## src/sv/eelt_pkg.sv

```systemverilog
`timescale 1ns / 1ps
// ----------------------------------------------------------------------------
// eelt_pkg
// Shared types and constants of the error event log table.
// ----------------------------------------------------------------------------
package eelt_pkg;

  localparam logic [15:0] NO_ERROR_CODE = 16'd0;
  localparam logic [15:0] COUNT_MAX     = 16'hFFFF;

  localparam logic FUNC_REPORT = 1'b0;
  localparam logic FUNC_READ   = 1'b1;

  // One log slot as held in the slot memory
  typedef struct packed {
    logic [15:0] code;
    logic [15:0] count;
    logic [31:0] stamp;
    logic [15:0] param;
  } eelt_entry_t;

  typedef enum logic [3:0] {
    ST_IDLE  = 4'b0001,
    ST_RDLAT = 4'b0010,
    ST_SCAN  = 4'b0100,
    ST_WB    = 4'b1000
  } eelt_state_t;

  function automatic eelt_entry_t eelt_record(eelt_entry_t e, logic [15:0] code,
                                              logic [15:0] param, logic [31:0] stamp);
    eelt_entry_t r;
    r       = e;
    r.code  = code;
    r.count = (e.count == COUNT_MAX) ? e.count : e.count + 16'd1;
    r.param = param;
    r.stamp = stamp;
    return r;
  endfunction

endpackage

```

## src/sv/eelt_ram.sv

```systemverilog
`timescale 1ns / 1ps
// ----------------------------------------------------------------------------
// eelt_ram
// Generic single-port-write, single-port-read RAM with registered read data.
// ----------------------------------------------------------------------------
module eelt_ram #(
  parameter int WIDTH = 8,
  parameter int DEPTH = 8
) (
  input  logic                     clk,
  input  logic                     we,
  input  logic [$clog2(DEPTH)-1:0] waddr,
  input  logic [WIDTH-1:0]         wdata,
  input  logic                     re,
  input  logic [$clog2(DEPTH)-1:0] raddr,
  output logic [WIDTH-1:0]         rdata
);

  logic [WIDTH-1:0] mem [DEPTH];

  always_ff @(posedge clk) begin
    if (we) begin
      mem[waddr] <= wdata;
    end
    if (re) begin
      rdata <= mem[raddr];
    end
  end

endmodule

```

## src/sv/error_event_log_table_top.sv

```systemverilog
`timescale 1ns / 1ps
// ----------------------------------------------------------------------------
// error_event_log_table_top
// Error event log: per-code occurrence counts, last parameter and time stamp.
// ----------------------------------------------------------------------------
// Usage:
//   Input channel (in_valid/in_ready) carries one command per transfer:
//   func 0 reports an error event, func 1 reads one log slot. Every command
//   produces exactly one transfer on the output channel (out_valid/out_ready).
//   Slot contents live in one synchronous RAM (one read per cycle, registered
//   read data); a report walks the slots one per cycle starting at slot 0
//   and stops at the first slot that matches its code (slot 0 matches on
//   other_error_code) or, past slot 0, is empty; if none does, it falls
//   back to slot zero as overflow. An in-range read passes a read-latency
//   state into write-back; a code-zero report goes straight to write-back.
//   The next command is taken as soon as the block is back in idle, even
//   while the previous result still sits in the output register; if the
//   receiver stalls, the new command finishes its work and then holds in
//   write-back until the output register frees up.
//   Reset clears every slot through per-slot valid bits (no clearing pass),
//   zeroes the latest-error register and sets other_error_code to 1.
//   cfg_write_en/cfg_write_data write other_error_code; write it only while
//   the block is idle.
// ----------------------------------------------------------------------------
module error_event_log_table_top #(
  parameter int LOG_SLOTS = 8
) (
  input  logic        clk,
  input  logic        rst,
  input  logic        cfg_write_en,
  input  logic [15:0] cfg_write_data,
  input  logic        in_valid,
  output logic        in_ready,
  input  logic        func,
  input  logic [15:0] report_code,
  input  logic [15:0] event_parameter,
  input  logic [31:0] event_time,
  input  logic [2:0]  slot_index,
  output logic        out_valid,
  input  logic        out_ready,
  output logic [2:0]  slot_used,
  output logic [15:0] slot_code,
  output logic [15:0] slot_count,
  output logic [31:0] slot_time,
  output logic [15:0] slot_parameter,
  output logic [15:0] latest_error,
  output logic        was_ignored,
  output logic        went_to_overflow
);

  import eelt_pkg::*;

  localparam int AW = $clog2(LOG_SLOTS);
  localparam int EW = $bits(eelt_entry_t);
  localparam logic [AW-1:0] LAST_SLOT = AW'(LOG_SLOTS - 1);

  eelt_state_t       state;
  logic [15:0]       other_code;
  logic [15:0]       last_err;
  logic [LOG_SLOTS-1:0] valid;

  // Command held for the duration of the work
  logic [15:0]       cmd_code;
  logic [15:0]       cmd_param;
  logic [31:0]       cmd_stamp;
  logic              cmd_write;   // write-back needed at the end
  logic              cmd_blank;   // result shows an all-zero slot
  logic              cmd_ovf;
  logic              cmd_ign;

  logic [AW-1:0]     chk;         // slot whose data sits on the RAM output
  logic [AW-1:0]     wslot;
  logic [2:0]        wslot_num;
  eelt_entry_t       cur;
  eelt_entry_t       slot0;

  logic              ram_we;
  logic              ram_re;
  logic [AW-1:0]     ram_raddr;
  logic [EW-1:0]     ram_rdata;
  eelt_entry_t       ent;
  logic              hit;
  logic              in_fire;
  logic              out_free;
  logic              in_range;
  logic [AW-1:0]     first_slot;

  assign in_ready   = (state == ST_IDLE);
  assign in_fire    = in_valid && in_ready;
  assign out_free   = !out_valid || out_ready;
  assign in_range   = ({29'd0, slot_index} < 32'(LOG_SLOTS));
  assign ram_we     = (state == ST_WB) && out_free && cmd_write;
  // A read looks at its own slot; a report starts its walk at slot zero
  assign first_slot = (func == FUNC_READ && in_range) ? AW'(slot_index) : '0;

  // Slot on the RAM output, empty until first written after reset
  assign ent = valid[chk] ? eelt_entry_t'(ram_rdata) : '0;

  // Slot zero matches on the register code; the others match or are free
  always_comb begin
    if (chk == '0) begin
      hit = (other_code == cmd_code);
    end else begin
      hit = (ent.code == cmd_code) || (ent.code == NO_ERROR_CODE);
    end
  end

  // Read address: first slot at accept, then advance one slot per cycle
  always_comb begin
    ram_re    = 1'b0;
    ram_raddr = '0;
    if (in_fire) begin
      ram_re    = 1'b1;
      ram_raddr = first_slot;
    end else if (state == ST_SCAN && !hit && chk != LAST_SLOT) begin
      ram_re    = 1'b1;
      ram_raddr = chk + AW'(1);
    end
  end

  eelt_ram #(
    .WIDTH (EW),
    .DEPTH (LOG_SLOTS)
  ) u_ram (
    .clk   (clk),
    .we    (ram_we),
    .waddr (wslot),
    .wdata (cur),
    .re    (ram_re),
    .raddr (ram_raddr),
    .rdata (ram_rdata)
  );

  // Control
  always_ff @(posedge clk) begin
    if (rst) begin
      state      <= ST_IDLE;
      other_code <= 16'd1;
      last_err   <= 16'd0;
      valid      <= '0;
      out_valid  <= 1'b0;
    end else begin
      if (cfg_write_en) begin
        other_code <= cfg_write_data;
      end
      // Load the result register out of write-back, drop it once taken
      if (state == ST_WB && out_free) begin
        out_valid <= 1'b1;
      end else if (out_valid && out_ready) begin
        out_valid <= 1'b0;
      end
      case (state)
        ST_IDLE: begin
          if (in_fire) begin
            if (func == FUNC_READ) begin
              state <= in_range ? ST_RDLAT : ST_WB;
            end else if (report_code == NO_ERROR_CODE) begin
              state <= ST_WB;
            end else begin
              last_err <= report_code;
              state    <= ST_SCAN;
            end
          end
        end
        ST_RDLAT: begin
          state <= ST_WB;
        end
        ST_SCAN: begin
          if (hit || chk == LAST_SLOT) begin
            state <= ST_WB;
          end
        end
        ST_WB: begin
          if (out_free) begin
            state <= ST_IDLE;
            if (cmd_write) begin
              valid[wslot] <= 1'b1;
            end
          end
        end
        default: begin
          state <= ST_IDLE;
        end
      endcase
    end
  end

  // Datapath: command capture, slot walk and result register
  always_ff @(posedge clk) begin
    case (state)
      ST_IDLE: begin
        if (in_fire) begin
          cmd_code  <= report_code;
          cmd_param <= event_parameter;
          cmd_stamp <= event_time;
          cmd_ovf   <= 1'b0;
          cmd_ign   <= (func == FUNC_REPORT) && (report_code == NO_ERROR_CODE);
          cmd_write <= (func == FUNC_REPORT) && (report_code != NO_ERROR_CODE);
          cmd_blank <= (func == FUNC_READ) ? !in_range : (report_code == NO_ERROR_CODE);
          chk       <= first_slot;
          wslot     <= first_slot;
          wslot_num <= (func == FUNC_READ) ? slot_index : 3'd0;
          cur       <= '0;
        end
      end
      ST_RDLAT: begin
        cur <= ent;
      end
      ST_SCAN: begin
        if (chk == '0) begin
          slot0 <= ent;
        end
        if (hit) begin
          cur       <= eelt_record(ent, cmd_code, cmd_param, cmd_stamp);
          wslot     <= chk;
          wslot_num <= 3'(chk);
        end else if (chk == LAST_SLOT) begin
          // Nothing matched or free: slot zero takes it as overflow
          cur       <= eelt_record(slot0, cmd_code, cmd_param, cmd_stamp);
          wslot     <= '0;
          wslot_num <= 3'd0;
          cmd_ovf   <= 1'b1;
        end else begin
          chk <= chk + AW'(1);
        end
      end
      ST_WB: begin
        if (out_free) begin
          slot_used        <= wslot_num;
          slot_code        <= cmd_blank ? 16'd0 : ((wslot == '0) ? other_code : cur.code);
          slot_count       <= cmd_blank ? 16'd0 : cur.count;
          slot_time        <= cmd_blank ? 32'd0 : cur.stamp;
          slot_parameter   <= cmd_blank ? 16'd0 : cur.param;
          latest_error     <= last_err;
          was_ignored      <= cmd_ign;
          went_to_overflow <= cmd_ovf;
        end
      end
      default: begin
      end
    endcase
  end

  // Overflow always lands in slot zero and never comes from an ignored report
  a_ovf_slot0: assert property (@(posedge clk) disable iff (rst)
    out_valid && went_to_overflow |-> slot_used == 3'd0 && !was_ignored)
    else $error("overflow result not in slot zero");

  // An ignored report shows an empty slot
  a_ign_blank: assert property (@(posedge clk) disable iff (rst)
    out_valid && was_ignored |-> slot_code == 16'd0 && slot_count == 16'd0)
    else $error("ignored report shows slot contents");

  // A result appears only out of write-back
  a_out_src: assert property (@(posedge clk) disable iff (rst)
    $rose(out_valid) |-> $past(state) == ST_WB)
    else $error("result loaded outside write-back");

  // A written slot is marked filled
  a_valid_set: assert property (@(posedge clk) disable iff (rst)
    ram_we |=> valid[$past(wslot)])
    else $error("written slot not marked valid");

  // A recorded report never leaves a zero count behind
  a_count_nz: assert property (@(posedge clk) disable iff (rst)
    ram_we |-> cur.count != 16'd0)
    else $error("recorded slot with zero count");

endmodule
```

## config.mk

```make
export PLATFORM = sky130hd
export DESIGN_NAME = error_event_log_table_top
export DESIGN_NICKNAME = d
export VERILOG_FILES = /design/src/sv/eelt_pkg.sv /design/src/sv/eelt_ram.sv /design/src/sv/error_event_log_table_top.sv
export SDC_FILE = /design/constraint.sdc
export NUM_CORES = 1
export LEC_CHECK = 0
export BUFFER_PORTS_ARGS = -buffer_cell sky130_fd_sc_hd__buf_2
export CAP_MARGIN = 10
export CORE_MARGIN = 5
export CORE_UTILIZATION = 61
export DETAILED_ROUTE_END_ITERATION = 10
export PLACE_DENSITY_LB_ADDON = 0.15
export SLEW_MARGIN = 20
export SYNTH_ARGS = -nofsm -noshare
export SYNTH_HDL_FRONTEND = slang
export SYNTH_SLANG_ARGS = --single-unit
```

## constraint.sdc

```tcl
create_clock -name clk -period 39.5 [get_ports clk]
set_input_delay 7.9 -clock clk [delete_from_list [all_inputs] [get_ports clk]]
set_output_delay 7.9 -clock clk [all_outputs]
set_load 0.01 [all_outputs]
```

==> results.py, run 1 <==
metrics = {
    "global_route": {
        "grt_pass1_vias": 21900,
        "grt_first_pass_wirelength_mm": 133,
        "antenna_found_initial": 1,
        "grt_max_degree": 88,
        "overflow": 0,
        "track_usage": 0.248,
    },
    "hold_path": {
        "hold_depth": 0,
        "min_path_type": "reg2reg",
        "min_from": "cmd_ign$_DFFE_PP_",
        "holdPathEnd": "was_ignored$_DFFE_PP_",
    },
    "critical_path": {
        "path_delay_family": "buffers and inverters",
        "worst-path-stages": 11,
        "endpoint_kind": "flop",
        "cp_cell_sequence": "buf_2 > and3_1 > nand2_1 > o31a_2 > buf_4 > buf_4 > buf_12 > buf_4 > mux2_2 > o22ai_1 > a211oi_1",
        "critPathKind": "in2reg",
        "worst_r2r_endpoint": "u_ram.rdata[25]$_DFFE_PP_",
        "cp_common_cell": "buf_4",
        "cp_num_buf_inv": 5,
        "critPathArrivalTime_ps": 11490,
        "required_ps": 39850,
        "slowest_stage": "buf_4",
        "rr_worst_depth": 12,
        "r2r_slack_ps": 33790,
        "path_max_fanout": 76,
        "critPathLaunch": "func",
        "cpPeakStageDelay_ps": 800,
        "reg2reg_from": "cmd_code[15]$_DFFE_PP_",
        "critPathLaunchType": "input port",
    },
    "cts": {
        "ctsResizeCount": 0,
        "clk_latency_ps": 650,
        "cts_tree": "yes",
        "post_cts_buffers": 0,
        "cts.sinks": 1036,
        "hold_buffers": 0,
        "root_buffer": "clkbuf_16",
        "h-tree-depth": 3,
        "cts_max_path_buffers": 3,
        "clk_pin_slew_ps": 60,
        "cts_buffers": 99,
    },
    "finish": {
        "fin_nets": 2644,
        "final.fill_count": 4117,
        "syn_to_final_growth_pct": 12.8,
        "fin_cells": 3489,
        "drive_above_1_share": 0.198,
    },
    "sta": {
        "tightest_slew_ps": 1150,
        "drv_slew": 0,
        "worst_slack_ps": 28360,
        "fmax_mhz": 89.8,
        "hold_violations": 0,
        "period_share": 0.282,
        "skew_ps": 27.5,
        "fin_setup_tns_ps": 0,
        "slew_headroom": 0.231,
        "rsz0062_at_grt": "false",
        "setup_violations": 0,
        "post-route-min-period_ps": 11140,
    },
    "synthesis": {
        "synthCells": 2337,
        "synth_edf_count": 991,
        "netlist.area_leader.share": 0.747,
        "syn_avg_cell_area_um2": 17.0,
        "synth-main-ff-cell": "edfxtp_1",
        "syn_nets": 2431,
        "yosysMostFrequentCell": "edfxtp_1",
        "synth.distinct_cells": 62,
        "synth-seq-cells": 1036,
        "ys_seq_area_frac": 0.770,
        "ys_top_cells_by_area": "edfxtp_1 (75%), a211oi_1 (3.0%), mux2_2 (2.9%)",
        "synth_top_area_cell": "edfxtp_1",
        "yosysWarnings": 0,
        "synth.cell_area_um2": 39800,
        "synthTopCellsByCount": "edfxtp_1 (991), a211oi_1 (159), nand2_1 (119), mux2_2 (104), o22ai_1 (90)",
        "async_reset_ff_frac": 0,
    },
    "power": {
        "p_leak_nw": 15.5,
        "vdd_drop_max_v": 0.0000389,
        "p_per_area_nw_per_um2": 52.5,
    },
    "detailed_routing": {
        "met1Wirelength_mm": 37.6,
        "antenna_left": 0,
        "via_per_inst": 6.27,
        "drt_drc_violations_left": 0,
        "drt_iter0_drc": 2136,
        "wl_met2_mm": 42.9,
        "met3_length_mm": 6.65,
        "wirelength_mm": 89.2,
        "firstDrtPassIters": 5,
        "dr_total_vias": 21900,
        "top_layer": "met4",
        "wl_per_cell_um": 25.6,
    },
    "die": {
        "start_util": 0.617,
        "num_rows": 93,
        "core-area_um2": 64600,
        "dieArea_um2": 70500,
        "dieWidth_um": 266,
        "die_h_um": 266,
        "io_pins": 192,
    },
    "place": {
        "numPortBuffers": 191,
        "dp_slack_ps": 27050,
        "place_inst": 3302,
        "dp.final_hpwl_mm": 46.9,
        "globalplace.congestion": 0.844,
    },
    "flow_run": {
        "cap_violations": 0,
    },
    "run_status": {
        "status": "complete, no violations",
    },
}
==> cell families (layout without fill, tap and decap cells) <==
logic type	after synthesis	count (layout)	synth area share
AOI/OAI and AO/OA	417	417	0.0746
muxes	241	241	0.0666
other	0	2	0
and+or+nand+nor	441	441	0.0570
buffers and inverters	145	440	0.0189
DFF	1036	1036	0.770
adders and majority gates	5	5	0.00157
xor gates and xnor gates	52	52	0.0114
==> per-layer routing <==
metal	track usage	vias to the layer above
li1	-	9581
met3	0.0389	152
met5	0	-
met1	0.360	11200
met2	0.399	907
met4	0.0715	0
==> stage by stage <==
stage               instance area, um^2  utilization  power, mW  hold WS, ps
global placement                  41600        0.644       1.43          406
global route                      44900        0.696       2.44          439
detailed placement                41600        0.644       1.44          409
finish                            44900        0.696       2.36          423
CTS                               44900        0.695       2.37          425
floorplan                         39800            -       1.38          400
==> layout by cell type, fill, tap and decap left out, types with 4 or more instances in the layout <==
| cell type | count |
|---|---|
| clkbuf_16 | 101 |
| and3_1 | 6 |
| bufinv_16 | 12 |
| mux2i_1 | 77 |
| edfxtp_1 | 991 |
| a211oi_1 | 159 |
| nor2b_1 | 69 |
| o22ai_1 | 90 |
| nor2_1 | 70 |
| mux2_2 | 104 |
| buf_4 | 43 |
| nand2_1 | 118 |
| clkinvlp_4 | 6 |
| nor3_1 | 9 |
| nor4_1 | 12 |
| clkinv_1 | 21 |
| a21oi_1 | 64 |
| xnor2_1 | 45 |
| clkbuf_1 | 10 |
| buf_2 | 191 |
| dfxtp_1 | 45 |
| and4_1 | 5 |
| a22o_1 | 66 |
| xor2_1 | 7 |
| nor2_4 | 6 |
| and2_1 | 85 |
| nand3_1 | 21 |
| nand4_1 | 16 |
| o21ai_0 | 12 |
| clkinv_2 | 25 |
| ha_1 | 5 |
| inv_1 | 19 |
| mux2_1 | 57 |
| nand2b_1 | 4 |
==> power by group <==
part           leakage, nW  total (mW)  internal [mW]  switching, mW
registers             9.50        1.31           1.27         0.0426
logic                 4.42       0.105         0.0358         0.0695
clock network         1.60       0.946          0.548          0.398
==> state kept, by name, indices dropped and copies added (netlist names), 3 cells and up <==
| signal | cells |
|---|---|
| chk | 3 |
| cmd_code | 16 |
| cmd_param | 16 |
| cmd_stamp | 32 |
| cur | 80 |
| last_err | 16 |
| latest_error | 16 |
| other_code | 16 |
| slot0 | 16 |
| slot_code | 16 |
| slot_count | 16 |
| slot_parameter | 16 |
| slot_time | 32 |
| slot_used | 3 |
| state | 4 |
| u_ram.mem | 640 |
| u_ram.rdata | 80 |
| valid | 8 |
| wslot_num | 3 |
==> worst max-delay path by stage <==
stage / endpoint / slack [ps]
floorplan: u_ram.mem[1][0]$_DFFE_PP_ / 19970
global placement: u_ram.rdata[9]$_DFFE_PP_ / 27220
detailed placement: u_ram.rdata[25]$_DFFE_PP_ / 27050
CTS: u_ram.rdata[5]$_DFFE_PP_ / 27750
global route: u_ram.rdata[25]$_DFFE_PP_ / 28220
finish: u_ram.rdata[25]$_DFFE_PP_ / 28360
==> final cells by class <==
| type | count | area (um^2) | area share |
|---|---|---|---|
| Sequential cell | 1036 | 30700 | 0.682 |
| Multi-Input combinational cell | 1156 | 8530 | 0.190 |
| Clock buffer | 112 | 2580 | 0.0574 |
| Timing Repair Buffer | 236 | 1330 | 0.0295 |
| Tap cell | 855 | 1070 | 0.0238 |
| Clock inverter | 71 | 689 | 0.0153 |
| Inverter | 21 | 80.1 | 0.00178 |
| Antenna cell | 2 | 5.00 | 0.000111 |
Note: power is estimated with default switching activity, not from simulation.
==> run 2: changes to the inputs <==
- ABC_AREA: not set -> 1
- CORE_UTILIZATION: 61 -> 56
- clock period: 39.5 -> 9.7 ns (I/O delays scaled with it)
==> run 2 against run 1 <==
Flip-flop and latch count unchanged. Highest routed layer unchanged. Non-clock buffer count down 2. First-iteration DRC count is 19% higher. Critical path depth is 11 higher. Via count up 33%. Hold slack got worse by 10 ps. Synthesized cell count grew 75%. Clock-buffer cell count grew 15. Sequential share of layout area fell by 6.1 points. Utilization shrank 6.7 points. Combinational power grew to 8.8 times the previous value.
==> results.py, run 2 <==
metrics = {
    "synthesis": {
        "synth-main-ff-cell": "edfxtp_1",
        "synthCells": 4086,
        "synth-seq-cells": 1036,
        "netlist.area_leader.share": 0.675,
        "synth_edf_count": 991,
        "ys_top_cells_by_area": "edfxtp_1 (67%), nand3_1 (8.1%), nand2_1 (7.5%)",
        "synth.cell_area_um2": 44100,
        "synth.distinct_cells": 40,
        "syn_avg_cell_area_um2": 10.8,
        "async_reset_ff_frac": 0,
        "syn_nets": 4180,
        "yosysMostFrequentCell": "edfxtp_1",
        "ys_seq_area_frac": 0.695,
        "yosysWarnings": 0,
        "synth_top_area_cell": "edfxtp_1",
        "synthTopCellsByCount": "edfxtp_1 (991), nand2_1 (887), inv_1 (787), nand3_1 (711), nor2_1 (179)",
    },
    "finish": {
        "mostFrequentLayoutCells": "edfxtp_1 (991), nand2_1 (885), inv_1 (787)",
        "largest_reg_flops": 640,
        "final.fill_count": 6105,
        "fin_cells": 5355,
        "final_common_cell": "edfxtp_1",
        "reg.largest.list": "u_ram.mem: 640 flops, cur: 80 flops, u_ram.rdata: 80 flops",
        "fin_nets": 4315,
        "drive_above_1_share": 0.0994,
        "antenna_cells": 0,
        "largest-register": "u_ram.mem",
        "syn_to_final_growth_pct": 11.9,
    },
    "global_route": {
        "overflow": 0,
        "track_usage": 0.245,
        "grt_max_degree": 229,
        "antenna_found_initial": 1,
        "grt_pass1_vias": 28000,
        "grt_first_pass_wirelength_mm": 163,
    },
    "cts": {
        "hold_buffers": 0,
        "post_cts_buffers": 0,
        "clk_latency_ps": 670,
        "ctsResizeCount": 0,
        "cts_max_path_buffers": 3,
        "root_buffer": "clkbuf_16",
        "h-tree-depth": 3,
        "cts.sinks": 1036,
        "cts_tree": "yes",
        "cts_buffers": 106,
        "clk_pin_slew_ps": 60,
    },
    "detailed_routing": {
        "drt_drc_violations_left": 0,
        "antenna_left": 0,
        "drt_iter0_drc": 2540,
        "via_per_inst": 5.44,
        "wirelength_mm": 106,
        "wl_per_cell_um": 19.8,
        "firstDrtPassIters": 5,
        "dr_total_vias": 29100,
    },
    "hold_path": {
        "min_path_type": "reg2reg",
        "hold_depth": 0,
    },
    "sta": {
        "setup_violations": 0,
        "rsz0062_at_grt": "false",
        "tightest_slew_ps": 1190,
        "skew_ps": 29.5,
        "drv_slew": 0,
        "period_share": 0.619,
        "hold_violations": 0,
        "fmax_mhz": 167,
        "slew_headroom": 0.203,
        "post-route-min-period_ps": 6000,
    },
    "critical_path": {
        "critPathKind": "reg2reg",
        "required_ps": 10110,
        "critPathLaunchType": "flop",
        "rr_worst_depth": 22,
        "critPathArrivalTime_ps": 6410,
        "path_max_fanout": 188,
        "endpoint_kind": "flop",
    },
    "power": {
        "vdd_drop_max_v": 0.000133,
        "p_leak_nw": 20.8,
        "p_per_area_nw_per_um2": 217,
        "power_mw": 10.7,
    },
    "die": {
        "num_rows": 103,
        "start_util": 0.562,
        "core-area_um2": 78500,
        "dieWidth_um": 291,
        "dieArea_um2": 84500,
        "io_pins": 192,
        "die_h_um": 291,
    },
    "flow_run": {
        "cap_violations": 0,
    },
    "run_status": {
        "status": "complete, no violations",
    },
    "place": {
        "numPortBuffers": 191,
        "dp.final_hpwl_mm": 54.5,
        "place_inst": 5163,
        "globalplace.congestion": 0.900,
    },
}
run 2: power breakdown:
| part | switching, mW | internal (mW) | total [mW] |
|---|---|---|---|
| clock network | 1.70 | 2.37 | 4.07 |
| registers | 0.292 | 5.40 | 5.69 |
| logic | 0.686 | 0.238 | 0.924 |
run 2: logic make-up (layout without fill, tap and decap cells):
family / count (synthesis) / in the layout / share of synthesized area
and+or+nand+nor: 1838 / 1838 / 0.180
DFF: 1036 / 1036 / 0.695
xor gates and xnor gates: 23 / 23 / 0.00457
AOI/OAI and AO/OA: 181 / 181 / 0.0275
adders and majority gates: 5 / 5 / 0.00142
buffers and inverters: 1003 / 1222 / 0.0912
run 2: cell type report:
| type | count | area, um^2 | share of cell area |
|---|---|---|---|
| flip-flops and latches | 1036 | 30700 | 0.621 |
| well taps | 1050 | 1310 | 0.0266 |
| clock inverters | 65 | 638 | 0.0129 |
| repair buffers | 234 | 1320 | 0.0267 |
| clock buffers | 127 | 2840 | 0.0575 |
| multi-input cells | 2047 | 9580 | 0.194 |
| inverters | 796 | 3000 | 0.0607 |
run 2: worst max-delay path, cell delays in order (launching register included):
cell      delay [ps]
edfxtp_1         510
inv_2            170
nand2_1          100
nand3_1           90
nand3_2          470
nand2_2          450
inv_2            320
nand3_1          160
nand2_1           60
nor2_1            80
nand2_1           70
nor2_1            80
nand2_1           60
nand2_1           70
nand2_2          240
nand3_4          550
buf_12           630
buf_4            870
nand3_1          160
nand3_1          130
nand2_1           60
nand2_1           50
nand2_1           60
run 2: final timing paths:
check	startpoint	end	slack, ps
worst max-delay path	chk[0]$_DFFE_PP_	u_ram.rdata[9]$_DFFE_PP_	3700
worst min-delay path	cmd_ign$_DFFE_PP_	was_ignored$_DFFE_PP_	410
worst max register to register	chk[0]$_DFFE_PP_	u_ram.rdata[9]$_DFFE_PP_	3700
worst min register to register	cmd_ign$_DFFE_PP_	was_ignored$_DFFE_PP_	410
run 2: through the flow:
step | setup slack, ps | util | TNS [ps] | hold WS, ps | instance area [um^2]
final | 3700 | 0.629 | 0 | 413 | 49300
after global routing | 3180 | 0.629 | 0 | 428 | 49300
after detailed placement | 3840 | 0.584 | 0 | 410 | 45900
after CTS | 3820 | 0.629 | 0 | 419 | 49300
after global placement | 4000 | 0.584 | 0 | 409 | 45900
after floorplan | -47.4 | - | -22210 | 400 | 44100
run 2: per-layer routing:
metal  share of wire  track usage  vias up
met1            0.41        0.336    14000
met4           0.031       0.0815        0
li1                -            -    13800
met5               0            0        -
met2            0.49        0.411     1135
met3           0.072       0.0328      206
==> run 3: changes to the inputs <==
- clock period: 9.7 -> 5.4 ns (I/O delays scaled with it)
==> run 3 against run 2 <==
Die area unchanged. Non-clock buffer count increased by 11. First-iteration DRC count decreased by 2.7%. Clock power increased by 77%. Sequential share of layout area decreased by 0.27 points. Utilization increased by 0.27 points. Clock-buffer cell count increased by 16. Clock skew decreased by 12 ps. Cell count increased by 0.30%. Hold slack improved by 6.2 ps. Wire length about the same. Cell area increased by 0.43%. Largest cell class unchanged.
==> results.py, run 3 (synthesis gave the netlist of run 2 again) <==
metrics = {
    "run_status": {
        "status": "complete, no violations",
    },
    "cts": {
        "root_buffer": "clkbuf_16",
        "clk_pin_slew_ps": 60,
        "clk_latency_ps": 660,
        "post_cts_buffers": 0,
        "cts_buffers": 108,
        "ctsResizeCount": 0,
        "hold_buffers": 0,
        "cts.sinks": 1036,
        "cts_max_path_buffers": 3,
        "h-tree-depth": 3,
        "cts_tree": "yes",
    },
    "flow_run": {
        "cap_violations": 0,
    },
    "die": {
        "core-area_um2": 78500,
        "dieWidth_um": 291,
        "io_pins": 192,
        "dieArea_um2": 84500,
        "die_h_um": 291,
        "num_rows": 103,
        "start_util": 0.562,
    },
    "sta": {
        "fmax_mhz": 214,
        "fin_setup_tns_ps": 0,
        "setup_violations": 0,
        "rsz0062_at_grt": "false",
        "hold_violations": 0,
        "hold_ws_ps": 419,
        "worst_slack_ps": 734,
        "period_share": 0.864,
        "skew_ps": 17.3,
        "post-route-min-period_ps": 4670,
        "slew_headroom": 0.271,
        "tightest_slew_ps": 1090,
        "drv_slew": 0,
    },
    "global_route": {
        "gr-usage-met2": 0.414,
        "overflow": 0,
        "grt_max_degree": 184,
        "antenna_found_initial": 1,
        "track_usage": 0.246,
        "grt_first_pass_wirelength_mm": 164,
        "met1_usage": 0.340,
        "use_met3": 0.0306,
        "busiest_layer": "met2",
        "grt_pass1_vias": 27900,
    },
    "hold_path": {
        "holdPathEnd": "was_ignored$_DFFE_PP_",
        "min_path_type": "reg2reg",
        "hold_depth": 0,
        "min_from": "cmd_ign$_DFFE_PP_",
    },
    "place": {
        "globalplace.congestion": 0.890,
        "dp_slack_ps": 847,
        "dp.final_hpwl_mm": 55.2,
        "place_inst": 5174,
        "numPortBuffers": 191,
        "placed_cell_area_um2": 46100,
    },
    "detailed_routing": {
        "drt_iter0_drc": 2471,
        "dr_total_vias": 29100,
        "drt_drc_violations_left": 0,
        "via_per_inst": 5.42,
        "antenna_left": 0,
        "wirelength_mm": 106,
        "firstDrtPassIters": 8,
        "wl_per_cell_um": 19.7,
    },
    "critical_path": {
        "reg2reg_from": "chk[0]$_DFFE_PP_",
        "path_max_fanout": 56,
        "worst_r2r_endpoint": "cur[48]$_DFFE_PP_",
        "endpoint_kind": "flop",
        "required_ps": 5780,
        "critPathLaunchType": "flop",
        "critPathArrivalTime_ps": 5050,
        "rr_worst_depth": 20,
        "critPathKind": "reg2reg",
        "r2r_slack_ps": 730,
    },
    "power": {
        "combPwrFrac": 0.089,
        "power_frac_clock": 0.377,
        "intPower_mw": 14.3,
        "switchingPower_mw": 4.79,
        "seq_power_share": 0.535,
        "swShare": 0.251,
        "vdd_drop_max_v": 0.000270,
        "p_leak_nw": 20.9,
        "p_per_area_nw_per_um2": 385,
    },
    "finish": {
        "fin_nets": 4328,
        "fin_cells": 5371,
        "final_common_cell": "edfxtp_1",
        "stdcell_area_um2": 49500,
        "largest-register": "u_ram.mem",
        "drive_above_1_share": 0.102,
        "antenna_cells": 0,
        "syn_to_final_growth_pct": 12.3,
        "largest_reg_flops": 640,
        "reg.largest.list": "u_ram.mem: 640 flops, cur: 80 flops, u_ram.rdata: 80 flops",
        "mostFrequentLayoutCells": "edfxtp_1 (991), nand2_1 (885), inv_1 (785)",
        "final.fill_count": 6133,
    },
}
==> run 3: through the flow <==
stage	power [mW]	utilization
6_report	19.1	0.631
2_1_floorplan	11.3	-
4_1_cts	19.2	0.631
3_3_place_gp	12.1	0.588
3_5_place_dp	12.1	0.588
5_1_grt	19.8	0.631
==> run 3: power groups by stage <==
stage               Combinational (mW)  Sequential (mW)  Clock (mW)
CTS                               1.70             10.2        7.31
global route                      1.88             10.3        7.65
finish                            1.69             10.2        7.19
detailed placement                1.69             10.4           0
floorplan                         1.13             10.2           0
global placement                  1.67             10.4           0
==> run 3: worst max-delay path, cell delays in order, from the launching register on <==
cell	delay [ps]
edfxtp_1	490
inv_2	120
nand2_1	80
nand3_1	80
nand3_2	90
buf_4	300
nand2_2	230
inv_2	200
buf_4	790
nand2_1	240
inv_1	180
ha_1	210
nand2_1	60
nor2_1	190
nand3_1	160
nor3_1	390
inv_1	150
nor2_1	120
o21ai_0	80
o211ai_1	100
o21ai_0	110
==> run 3: worst max path at each step <==
stage / slack [ps] / start / to / depth (start not counted)
4_1_cts: 830 / chk[0]$_DFFE_PP_ / cur[48]$_DFFE_PP_ / 20
3_5_place_dp: 850 / chk[0]$_DFFE_PP_ / cur[48]$_DFFE_PP_ / 20
5_1_grt: 310 / chk[0]$_DFFE_PP_ / cur[52]$_DFFE_PP_ / 23
3_3_place_gp: 1070 / chk[0]$_DFFE_PP_ / cur[48]$_DFFE_PP_ / 20
2_1_floorplan: -1440 / out_ready / u_ram.mem[1][0]$_DFFE_PP_ / 6
6_report: 730 / chk[0]$_DFFE_PP_ / cur[48]$_DFFE_PP_ / 20
==> run 3: layout make-up <==
| class | count | area, um^2 | share of cell area |
|---|---|---|---|
| flip-flops and latches | 1036 | 30700 | 0.619 |
| clock inverters | 54 | 438 | 0.00884 |
| repair buffers | 245 | 1560 | 0.0315 |
| inverters | 796 | 3000 | 0.0605 |
| multi-input cells | 2047 | 9590 | 0.194 |
| clock buffers | 143 | 2990 | 0.0603 |
| well taps | 1050 | 1310 | 0.0265 |
==> run 3: per-layer routing <==
layer	share of wire	wire, um
met4	0.027	2840
met5	0	0
met1	0.42	44100
met3	0.064	6750
met2	0.49	52300
